## config.mk

```make
export PLATFORM = sky130hd
export DESIGN_NAME = variable_frame_receiver
export DESIGN_NICKNAME = d
export VERILOG_FILES = /design/src/rtl/core/vfr_pkg.sv /design/src/rtl/core/vfr_deframer.sv /design/src/rtl/core/variable_frame_receiver.sv
export VERILOG_INCLUDE_DIRS = /design/src /design/src/rtl/core
export SDC_FILE = /design/constraint.sdc
export NUM_CORES = 1
export LEC_CHECK = 0
export ABC_AREA = 1
export BUFFER_PORTS_ARGS = -buffer_cell sky130_fd_sc_hd__clkbuf_2
export CAP_MARGIN = 20
export CORE_MARGIN = 3
export CORE_UTILIZATION = 55
export DETAILED_ROUTE_END_ITERATION = 8
export PLACE_DENSITY = 0.82
export SYNTH_ARGS = -nofsm -noshare
export SYNTH_HDL_FRONTEND = slang
export SYNTH_SLANG_ARGS = --single-unit
```

## constraint.sdc

```tcl
create_clock -name aclk -period 9.7 [get_ports aclk]
set_input_delay 1.94 -clock aclk [delete_from_list [all_inputs] [get_ports aclk]]
set_output_delay 1.94 -clock aclk [all_outputs]
set_load 0.03 [all_outputs]
```

## src/rtl/core/variable_frame_receiver_macros.svh

```systemverilog
// assertion macros for the variable frame receiver
// no dependencies; empty in synthesis builds
`ifndef VARIABLE_FRAME_RECEIVER_MACROS_SVH
`define VARIABLE_FRAME_RECEIVER_MACROS_SVH

`ifndef SYNTHESIS
`define VFR_ASSERT_IMPLIES(name, clk, rst_n, ante, cons) \
    name: assert property (@(posedge clk) disable iff (!rst_n) (ante) |-> (cons)) \
        else $error("vfr assertion failed");
`define VFR_ASSERT_NEVER(name, clk, rst_n, cond) \
    name: assert property (@(posedge clk) disable iff (!rst_n) !(cond)) \
        else $error("vfr assertion failed");
`else
`define VFR_ASSERT_IMPLIES(name, clk, rst_n, ante, cons)
`define VFR_ASSERT_NEVER(name, clk, rst_n, cond)
`endif

`endif

```

## src/rtl/core/vfr_pkg.sv

```systemverilog
// shared types and constants of the variable frame receiver
// no dependencies
package vfr_pkg;

    localparam int unsigned ADDR_W = 4;

    localparam logic [1:0] REG_MAX_LENGTH = 2'd0;
    localparam logic [1:0] REG_START_CODE = 2'd1;
    localparam logic [1:0] REG_END_CODE   = 2'd2;

    localparam logic [7:0] MAX_LENGTH_RST = 8'hFF;
    localparam logic [7:0] START_CODE_RST = 8'h68;
    localparam logic [7:0] END_CODE_RST   = 8'h16;

    localparam logic [1:0] KIND_DATA     = 2'd0;
    localparam logic [1:0] KIND_GOOD     = 2'd1;
    localparam logic [1:0] KIND_BAD      = 2'd2;
    localparam logic [1:0] KIND_RESERVED = 2'd3;

    typedef struct packed {
        logic [7:0] max_length;
        logic [7:0] start_code;
        logic [7:0] end_code;
    } vfr_cfg_t;

    typedef struct packed {
        logic        valid;
        logic [1:0]  kind;
        logic [7:0]  value;
        logic [7:0]  frame_length;
        logic [7:0]  position;
        logic [31:0] good_frames;
        logic [31:0] bytes_seen;
    } vfr_result_t;

endpackage

```

## src/rtl/core/vfr_deframer.sv

```systemverilog
// frame parsing state machine with byte and good-frame counters
// depends on vfr_pkg
module vfr_deframer (
    input  logic                 aclk,
    input  logic                 aresetn,
    input  logic                 step,
    input  logic [7:0]           rx_byte,
    input  vfr_pkg::vfr_cfg_t    cfg,
    output vfr_pkg::vfr_result_t res
);
    import vfr_pkg::*;

    typedef enum logic [2:0] {
        PH_HUNT,
        PH_LEN,
        PH_REPEAT,
        PH_START2,
        PH_DATA,
        PH_CHECK,
        PH_END
    } phase_t;

    phase_t      phase_reg, phase_next;
    logic [7:0]  remaining_reg, remaining_next;
    logic [7:0]  declared_reg, declared_next;
    logic [7:0]  checksum_reg, checksum_next;
    logic [31:0] frame_cnt_reg, frame_cnt_next;
    logic [31:0] byte_cnt_reg, byte_cnt_next;

    always_comb begin
        phase_next     = phase_reg;
        remaining_next = remaining_reg;
        declared_next  = declared_reg;
        checksum_next  = checksum_reg;
        frame_cnt_next = frame_cnt_reg;
        byte_cnt_next  = byte_cnt_reg + 32'd1;

        res              = '0;
        res.kind         = KIND_DATA;
        res.value        = rx_byte;
        res.frame_length = declared_reg;

        case (phase_reg)
            PH_HUNT: begin
                if (rx_byte == cfg.start_code) begin
                    phase_next = PH_LEN;
                end
            end
            PH_LEN: begin
                remaining_next = rx_byte;
                phase_next     = (rx_byte > cfg.max_length) ? PH_HUNT : PH_REPEAT;
            end
            PH_REPEAT: begin
                if (rx_byte != remaining_reg) begin
                    phase_next = PH_HUNT;
                end else begin
                    declared_next = remaining_reg;
                    phase_next    = PH_START2;
                end
            end
            PH_START2: begin
                if (rx_byte != cfg.start_code) begin
                    phase_next = PH_HUNT;
                end else if (remaining_reg == 8'd0) begin
                    phase_next = PH_CHECK;
                end else begin
                    phase_next = PH_DATA;
                end
            end
            PH_DATA: begin
                res.valid      = 1'b1;
                res.position   = declared_reg - remaining_reg;
                remaining_next = remaining_reg - 8'd1;
                if (remaining_reg == 8'd1) begin
                    phase_next = PH_CHECK;
                end
            end
            PH_CHECK: begin
                checksum_next = rx_byte;
                phase_next    = PH_END;
            end
            PH_END: begin
                res.valid = 1'b1;
                res.value = checksum_reg;
                if (rx_byte == cfg.end_code) begin
                    frame_cnt_next = frame_cnt_reg + 32'd1;
                    res.kind       = KIND_GOOD;
                end else begin
                    res.kind = KIND_BAD;
                end
                phase_next = PH_HUNT;
            end
            default: begin
                phase_next = PH_HUNT;
            end
        endcase

        res.good_frames = frame_cnt_next;
        res.bytes_seen  = byte_cnt_next;
    end

    always_ff @(posedge aclk) begin
        if (!aresetn) begin
            phase_reg     <= PH_HUNT;
            remaining_reg <= '0;
            declared_reg  <= '0;
            checksum_reg  <= '0;
            frame_cnt_reg <= '0;
            byte_cnt_reg  <= '0;
        end else if (step) begin
            phase_reg     <= phase_next;
            remaining_reg <= remaining_next;
            declared_reg  <= declared_next;
            checksum_reg  <= checksum_next;
            frame_cnt_reg <= frame_cnt_next;
            byte_cnt_reg  <= byte_cnt_next;
        end
    end

endmodule

```

## src/rtl/core/variable_frame_receiver.sv

```systemverilog
// top level of the variable frame receiver: config registers, input and result registers
// depends on vfr_pkg, vfr_deframer and variable_frame_receiver_macros.svh
//
//   channel   ports                      direction  handshake
//   input     s_rx_byte                  in         s_valid / s_ready
//   result    m_kind .. m_bytes_seen     out        m_valid / m_ready
//   config    psel penable pwrite paddr  in         apb, pready tied high
//
// one beat per cycle unless m_ready stalls; a byte goes from input register to result register
// the parse state advances once per byte, in a single step between the two registers
// a stalled result register holds the byte in the input register; s_ready drops only then
// synchronous active-low reset returns to start hunting with counters cleared
`include "variable_frame_receiver_macros.svh"

module variable_frame_receiver (
    input  logic                      aclk,
    input  logic                      aresetn,
    input  logic                      psel,
    input  logic                      penable,
    input  logic                      pwrite,
    input  logic [vfr_pkg::ADDR_W-1:0] paddr,
    input  logic [31:0]               pwdata,
    output logic [31:0]               prdata,
    output logic                      pready,
    input  logic                      s_valid,
    output logic                      s_ready,
    input  logic [7:0]                s_rx_byte,
    output logic                      m_valid,
    input  logic                      m_ready,
    output logic [1:0]                m_kind,
    output logic [7:0]                m_value,
    output logic [7:0]                m_frame_length,
    output logic [7:0]                m_position,
    output logic [31:0]               m_good_frames,
    output logic [31:0]               m_bytes_seen
);
    import vfr_pkg::*;

    vfr_cfg_t    cfg_reg;
    logic        in_valid_reg;
    logic [7:0]  in_byte_reg;
    vfr_result_t out_reg;
    vfr_result_t res;
    logic        advance;
    logic        cfg_wr;
    logic [1:0]  reg_idx;

    assign pready  = 1'b1;
    assign cfg_wr  = psel && penable && pwrite && pready;
    assign reg_idx = paddr[ADDR_W-1:2];

    always_ff @(posedge aclk) begin
        if (!aresetn) begin
            cfg_reg.max_length <= MAX_LENGTH_RST;
            cfg_reg.start_code <= START_CODE_RST;
            cfg_reg.end_code   <= END_CODE_RST;
        end else if (cfg_wr) begin
            case (reg_idx)
                REG_MAX_LENGTH: cfg_reg.max_length <= pwdata[7:0];
                REG_START_CODE: cfg_reg.start_code <= pwdata[7:0];
                REG_END_CODE:   cfg_reg.end_code   <= pwdata[7:0];
                default: begin
                end
            endcase
        end
    end

    always_comb begin
        case (reg_idx)
            REG_MAX_LENGTH: prdata = {24'd0, cfg_reg.max_length};
            REG_START_CODE: prdata = {24'd0, cfg_reg.start_code};
            REG_END_CODE:   prdata = {24'd0, cfg_reg.end_code};
            default:        prdata = '0;
        endcase
    end

    // the held byte moves on whenever the result register is free or being emptied
    assign advance = in_valid_reg && (!out_reg.valid || m_ready);
    assign s_ready = !in_valid_reg || advance;

    always_ff @(posedge aclk) begin
        if (!aresetn) begin
            in_valid_reg <= 1'b0;
        end else if (s_ready) begin
            in_valid_reg <= s_valid;
        end
        if (s_valid && s_ready) begin
            in_byte_reg <= s_rx_byte;
        end
    end

    vfr_deframer u_deframer (
        .aclk    (aclk),
        .aresetn (aresetn),
        .step    (advance),
        .rx_byte (in_byte_reg),
        .cfg     (cfg_reg),
        .res     (res)
    );

    always_ff @(posedge aclk) begin
        if (!aresetn) begin
            out_reg.valid <= 1'b0;
        end else if (advance) begin
            out_reg <= res;
        end else if (m_ready) begin
            out_reg.valid <= 1'b0;
        end
    end

    assign m_valid        = out_reg.valid;
    assign m_kind         = out_reg.kind;
    assign m_value        = out_reg.value;
    assign m_frame_length = out_reg.frame_length;
    assign m_position     = out_reg.position;
    assign m_good_frames  = out_reg.good_frames;
    assign m_bytes_seen   = out_reg.bytes_seen;

    `VFR_ASSERT_NEVER(a_kind_legal, aclk, aresetn, m_valid && m_kind == KIND_RESERVED)
    `VFR_ASSERT_IMPLIES(a_end_pos_zero, aclk, aresetn, m_valid && m_kind != KIND_DATA, m_position == 8'd0)
    `VFR_ASSERT_IMPLIES(a_pos_in_frame, aclk, aresetn, m_valid && m_kind == KIND_DATA, m_position < m_frame_length)
    `VFR_ASSERT_IMPLIES(a_stall_held, aclk, aresetn, !s_ready, in_valid_reg && m_valid && !m_ready)

endmodule
```

### Word-level counts from Yosys, hierarchy flattened

Cells that the tools add are included.

| storage, ports and cells | value |
|---|---|
| register bits after elaboration | 215 |
| output and inout bits | 125 |

| operators by class | value |
|---|---|
| add/sub/neg operators | 4 |
| magnitude comparators | 1 |
| equal/unequal tests | 15 |
| multiplexer cells | 16 |
| bitwise logic cells | 1 |
| reduce and logical (&&, ||, !) cells | 22 |

Operators with widths:

| kind | number |
|---|---|
| $add A32 B1 Y32 const B | 2 |
| $mux W32 | 2 |
| $pmux W8 S3 | 1 |
| $pmux W3 S6 | 1 |
| $eq A8 B8 Y1 | 2 |
| $ne A8 B8 Y1 | 2 |
| $pmux W8 S2 | 1 |
| $reduce_and A2 Y1 | 6 |
| $eq A3 B3 Y1 const B | 3 |
| $mux W3 | 3 |
| $eq A8 B1 Y1 const B | 1 |
| $gt A8 B8 Y1 | 1 |
| $logic_not A8 Y1 | 1 |
| $mux W8 | 1 |
| $sub A8 B1 Y8 const B | 1 |
| $sub A8 B8 Y8 | 1 |
| $eq A3 B2 Y1 const B | 2 |
| $mux W2 | 3 |
| $reduce_and A3 Y1 | 2 |
| $logic_and A1 B1 Y1 | 4 |
| $mux W1 | 4 |
| $ne A2 B1 Y1 const B | 2 |
| $reduce_bool A2 Y1 | 2 |
| $eq A3 B1 Y1 const B | 1 |
| other kinds (8) | 10 |

### Longest topological paths before layout

| logic depth | value |
|---|---|
| depth after elaboration | 5 |
| depth in mapped cells | 14 |
| mapped depth without buffers | 13 |

### Modules after synthesis

A second synthesis with hierarchy kept.

| second synthesis, totals | value |
|---|---|
| cells, all modules | 1443 |
| area total of the unflattened synthesis | 11094.4 um2 |

By module, submodules not included:

| module | instances | cells an instance | area an instance (um2) | sequential area each (um2) |
|---|---|---|---|---|
| vfr_deframer | 1 | 1134 | 6732.7 | 1821.7 |
| variable_frame_receiver | 1 | 309 | 4361.7 | 3463.3 |

### Worst setup path after synthesis

OpenSTA, ideal clock, no wires.

| timing path | value |
|---|---|
| path type | input -> register |
| start | input m_ready |
| end | register out_reg, in the netlist m_bytes_seen[0], enable pin |
| library setup time | 0.540 ns |
| data arrival time | 6.231 ns |
| required time | 9.160 ns |
| setup slack | 2.930 ns |
| stages on the path | 6 |
| path buffers | 2 |
| cells stage by stage | inv_1 -> nand2_1 -> nand2_1 -> buf_2 -> clkbuf_1 -> nor2_1 |

| between the ends | value |
|---|---|
| longest elaborated chain between the ends | 3 |

RTL lines:

| what | line | text |
|---|---|---|
| from (decl) | variable_frame_receiver.sv:29 | `input logic m_ready,` |
| $logic_or A1 B1 Y1 | variable_frame_receiver.sv:78 | `assign advance = in_valid_reg && (!out_reg.valid \|\| m_ready);` |
| $logic_and A1 B1 Y1 | variable_frame_receiver.sv:78 |  |
| $reduce_and A2 Y1 (no line) | - |  |
| to (signal assigned) | variable_frame_receiver.sv:105 | `out_reg <= res;` |
| to (decl) | variable_frame_receiver.sv:42 | `vfr_result_t out_reg;` |

No other way between the ends.
A chain may end at the register's enable or synchronous reset.

### Worst setup path in the final report

| timing path | value |
|---|---|
| start | input paddr[3] (netlist bit) |
| end | output prdata[4] |

| between the ends | value |
|---|---|
| longest elaborated chain between the ends | 2 |

RTL lines:

| what | line | text |
|---|---|---|
| from (decl) | variable_frame_receiver.sv:21 | `input logic [vfr_pkg::ADDR_W-1:0] paddr,` |
| $eq A2 B2 Y1 (tied with other cells) | variable_frame_receiver.sv:69 | `case (reg_idx)` |
| $pmux W8 S3 * | variable_frame_receiver.sv:69 |  |
| to (decl) | variable_frame_receiver.sv:23 | `output logic [31:0] prdata,` |

Mark *: on every way between the ends. The rest lies on a longest branch, timed or not.

==> impl_metrics.tcl <==
set metrics [dict create \
    hold_buffers 0 \
    path_common_cell "clkbuf_2" \
    instances_no_fill 1721 \
    postRouteAntennaNets 0 \
    async_flop_share 0 \
    fillCellCount 1570 \
    netlist.top_cell.by_area "edfxtp_1" \
    slew_viol_final 0 \
    wl_per_cell_um 14.1 \
    clock_latency_ns 0.51 \
    ff_latch_area_um2 5290 \
    seq_area_frac_synth 0.490 \
    power_density_nw_per_um2 170 \
    core_um2 19000 \
    crit_path_end_kind "output port" \
    grt_pass1_wl_mm 39.8 \
    grt_antenna_before_repair 0 \
    vias 9021 \
    grt_pass1_vias 8251 \
    port_buffers 124 \
    setup_tns_ns 0 \
    grt_max_degree 95 \
    die_h_um 146 \
    grt_setup_unrepaired "false" \
    cts_buffer_depth 3 \
    num_rows 50 \
    grt_overflow 0 \
    root_buffer "clkbuf_16" \
    fin_ws_ns 4.81 \
    synth_ff_type "dfxtp_1" \
    initial_core_util 0.569 \
    crit_type "in -> out" \
    yosysMostFrequentCell "nand2_1" \
    htreeDepth 1 \
    drt_iter0_drc 805 \
    synth.area.top_cells "edfxtp_1, dfxtp_1, nand2_1" \
    drive_gt1_frac 0.148 \
    maxCapViolCount 0 \
    ys_seq_elements 215 \
    synth_cell_type_count 44 \
    run_status "completed" \
    synth_top_area_frac 0.273 \
    hold_class "reg -> reg" \
    finClkSkew_ns 0.00775 \
    die_x_um 146 \
    fin_util 0.648 \
    die_area_um2 21300 \
    nets 1515 \
    cts_resized 0 \
    path_clk_slew_ns 0.06 \
    leakage_nw 5.52 \
    synthesis.area_um2 10800 \
    area_delta_synth_final_pct 13.9 \
    gp_congestion 0.879 \
    worst-endpoint-required_ns 7.76 \
    start_kind "input pin" \
    syn_avg_cell_area_um2 8.11 \
    dpl.cell_count 1677 \
    ir_drop_v 0.000140 \
    io_pins 176 \
    worst_path_largest_cell_delay_ns 0.29 \
    drt-vias-per-instance 5.24 \
    yosysWarnings 0 \
    worst_pin_slew_ns 1.01 \
    wl_mm 24.3 \
    cts_setup_buffers 0 \
    cts_tree "done" \
    crit_arrival_ns 2.95 \
    track_usage 0.222 \
    clock-sinks 215 \
    dr.pass1.iters 5 \
    cp_max_fo 9 \
    synth_cells 1330 \
    drc 0 \
    maxSlewHeadroom 0.325 \
    hold_viol_final 0 \
    multi_input_area_um2 4420 \
    cts_buffers 24 \
    dp_hpwl_mm 16.9 \
    antenna-diode-count 0 \
    finalCritPeriodShare 0.504 \
    cp_slowest_cell "o221ai_1" \
    netlist_top_cells_count "nand2_1, inv_1, dfxtp_1" \
    synth-edff-count 98 \
    pre_cts_slack_ns 4.83 \
    setup_viol 0 \
    path_cells "clkbuf_2 -> nor2_1 -> clkinv_1 -> o221ai_1 -> clkbuf_2" \
    fmax_mhz 205 \
    fin_crit_ns 4.89 \
]
==> critical path: cells and delay by family <==
family / cells / cell delay [ns]
simple gates: 1 / 0.14
compound gates: 1 / 0.29
buf+inv: 3 / 0.58
==> layer usage <==
| metal | GRT usage | part of all wire | vias up |
|---|---|---|---|
| li1 | - | - | 4525 |
| met1 | 0.300 | 0.43 | 4067 |
| met2 | 0.365 | 0.46 | 374 |
| met3 | 0.0388 | 0.084 | 55 |
| met4 | 0.0729 | 0.029 | 0 |
| met5 | 0 | 0 | - |
==> power breakdown <==
| group | leakage (nW) | internal [mW] | switching [mW] |
|---|---|---|---|
| Combinational | 3.26 | 0.0472 | 0.128 |
| Clock | 0.382 | 0.535 | 0.370 |
| Sequential | 1.88 | 0.983 | 0.0276 |
| Total | 5.52 | 1.57 | 0.525 |
==> worst paths after layout <==
check	slack, ns	cells after the start	start	endpoint
setup / recovery	4.81	5	paddr[3]	prdata[4]
hold reg to reg	0.47	0	u_deframer.declared_reg[4]$_SDFFE_PN0P_	m_frame_length[4]$_DFFE_PP_
hold / removal	0.47	0	u_deframer.declared_reg[4]$_SDFFE_PN0P_	m_frame_length[4]$_DFFE_PP_
setup reg to reg	7.04	7	u_deframer.phase_reg[1]$_SDFFE_PN0P_	u_deframer.remaining_reg[0]$_SDFFE_PN0P_
==> cell usage in the layout (no fill, tap or decap), drive strengths merged, types with 3 or more instances in the layout <==
cell      synthesis  routed
nand2           295     295
inv             208     211
clkbuf           20     151
dfxtp           117     117
o21ai           112     112
a21oi           111     111
nor2            100     100
edfxtp           98      98
nand3            71      71
xor2             40      40
nor3             34      34
conb              2      25
ha               20      20
nand4            18      18
o211ai           12      12
clkinv            3      10
o221ai            7       7
clkinvlp          0       5
buf              45       5
xnor2             3       3
nand3b            3       3
a211oi            3       3
==> cells by family (layout without fill, tap and decap cells) <==
group | Yosys count | after routing | synth area share
xor+xnor | 43 | 43 | 0.0349
simple gates | 523 | 523 | 0.215
other cells | 2 | 25 | 0.000696
fa+ha+maj | 21 | 21 | 0.0251
flops | 215 | 215 | 0.490
compound gates | 250 | 250 | 0.125
buf+inv | 276 | 384 | 0.109
==> per-stage QoR <==
step / area, µm² / power (mW) / hold WS, ns
floorplan: 10900 / 1.16 / 0.430
global placement: 11500 / 1.20 / 0.448
finish: 12300 / 2.09 / 0.473
CTS: 12300 / 2.10 / 0.475
global route: 12300 / 2.17 / 0.496
detailed placement: 11500 / 1.20 / 0.453
==> final cells by class <==
type / instances / area share
Sequential cell: 215 / 0.430
Clock buffer: 27 / 0.0524
Timing Repair Buffer: 129 / 0.0536
Clock inverter: 17 / 0.0130
Tap cell: 260 / 0.0265
Multi-Input combinational cell: 862 / 0.360
Inverter: 211 / 0.0645
No activity file was read; power rests on OpenSTA's default activity.
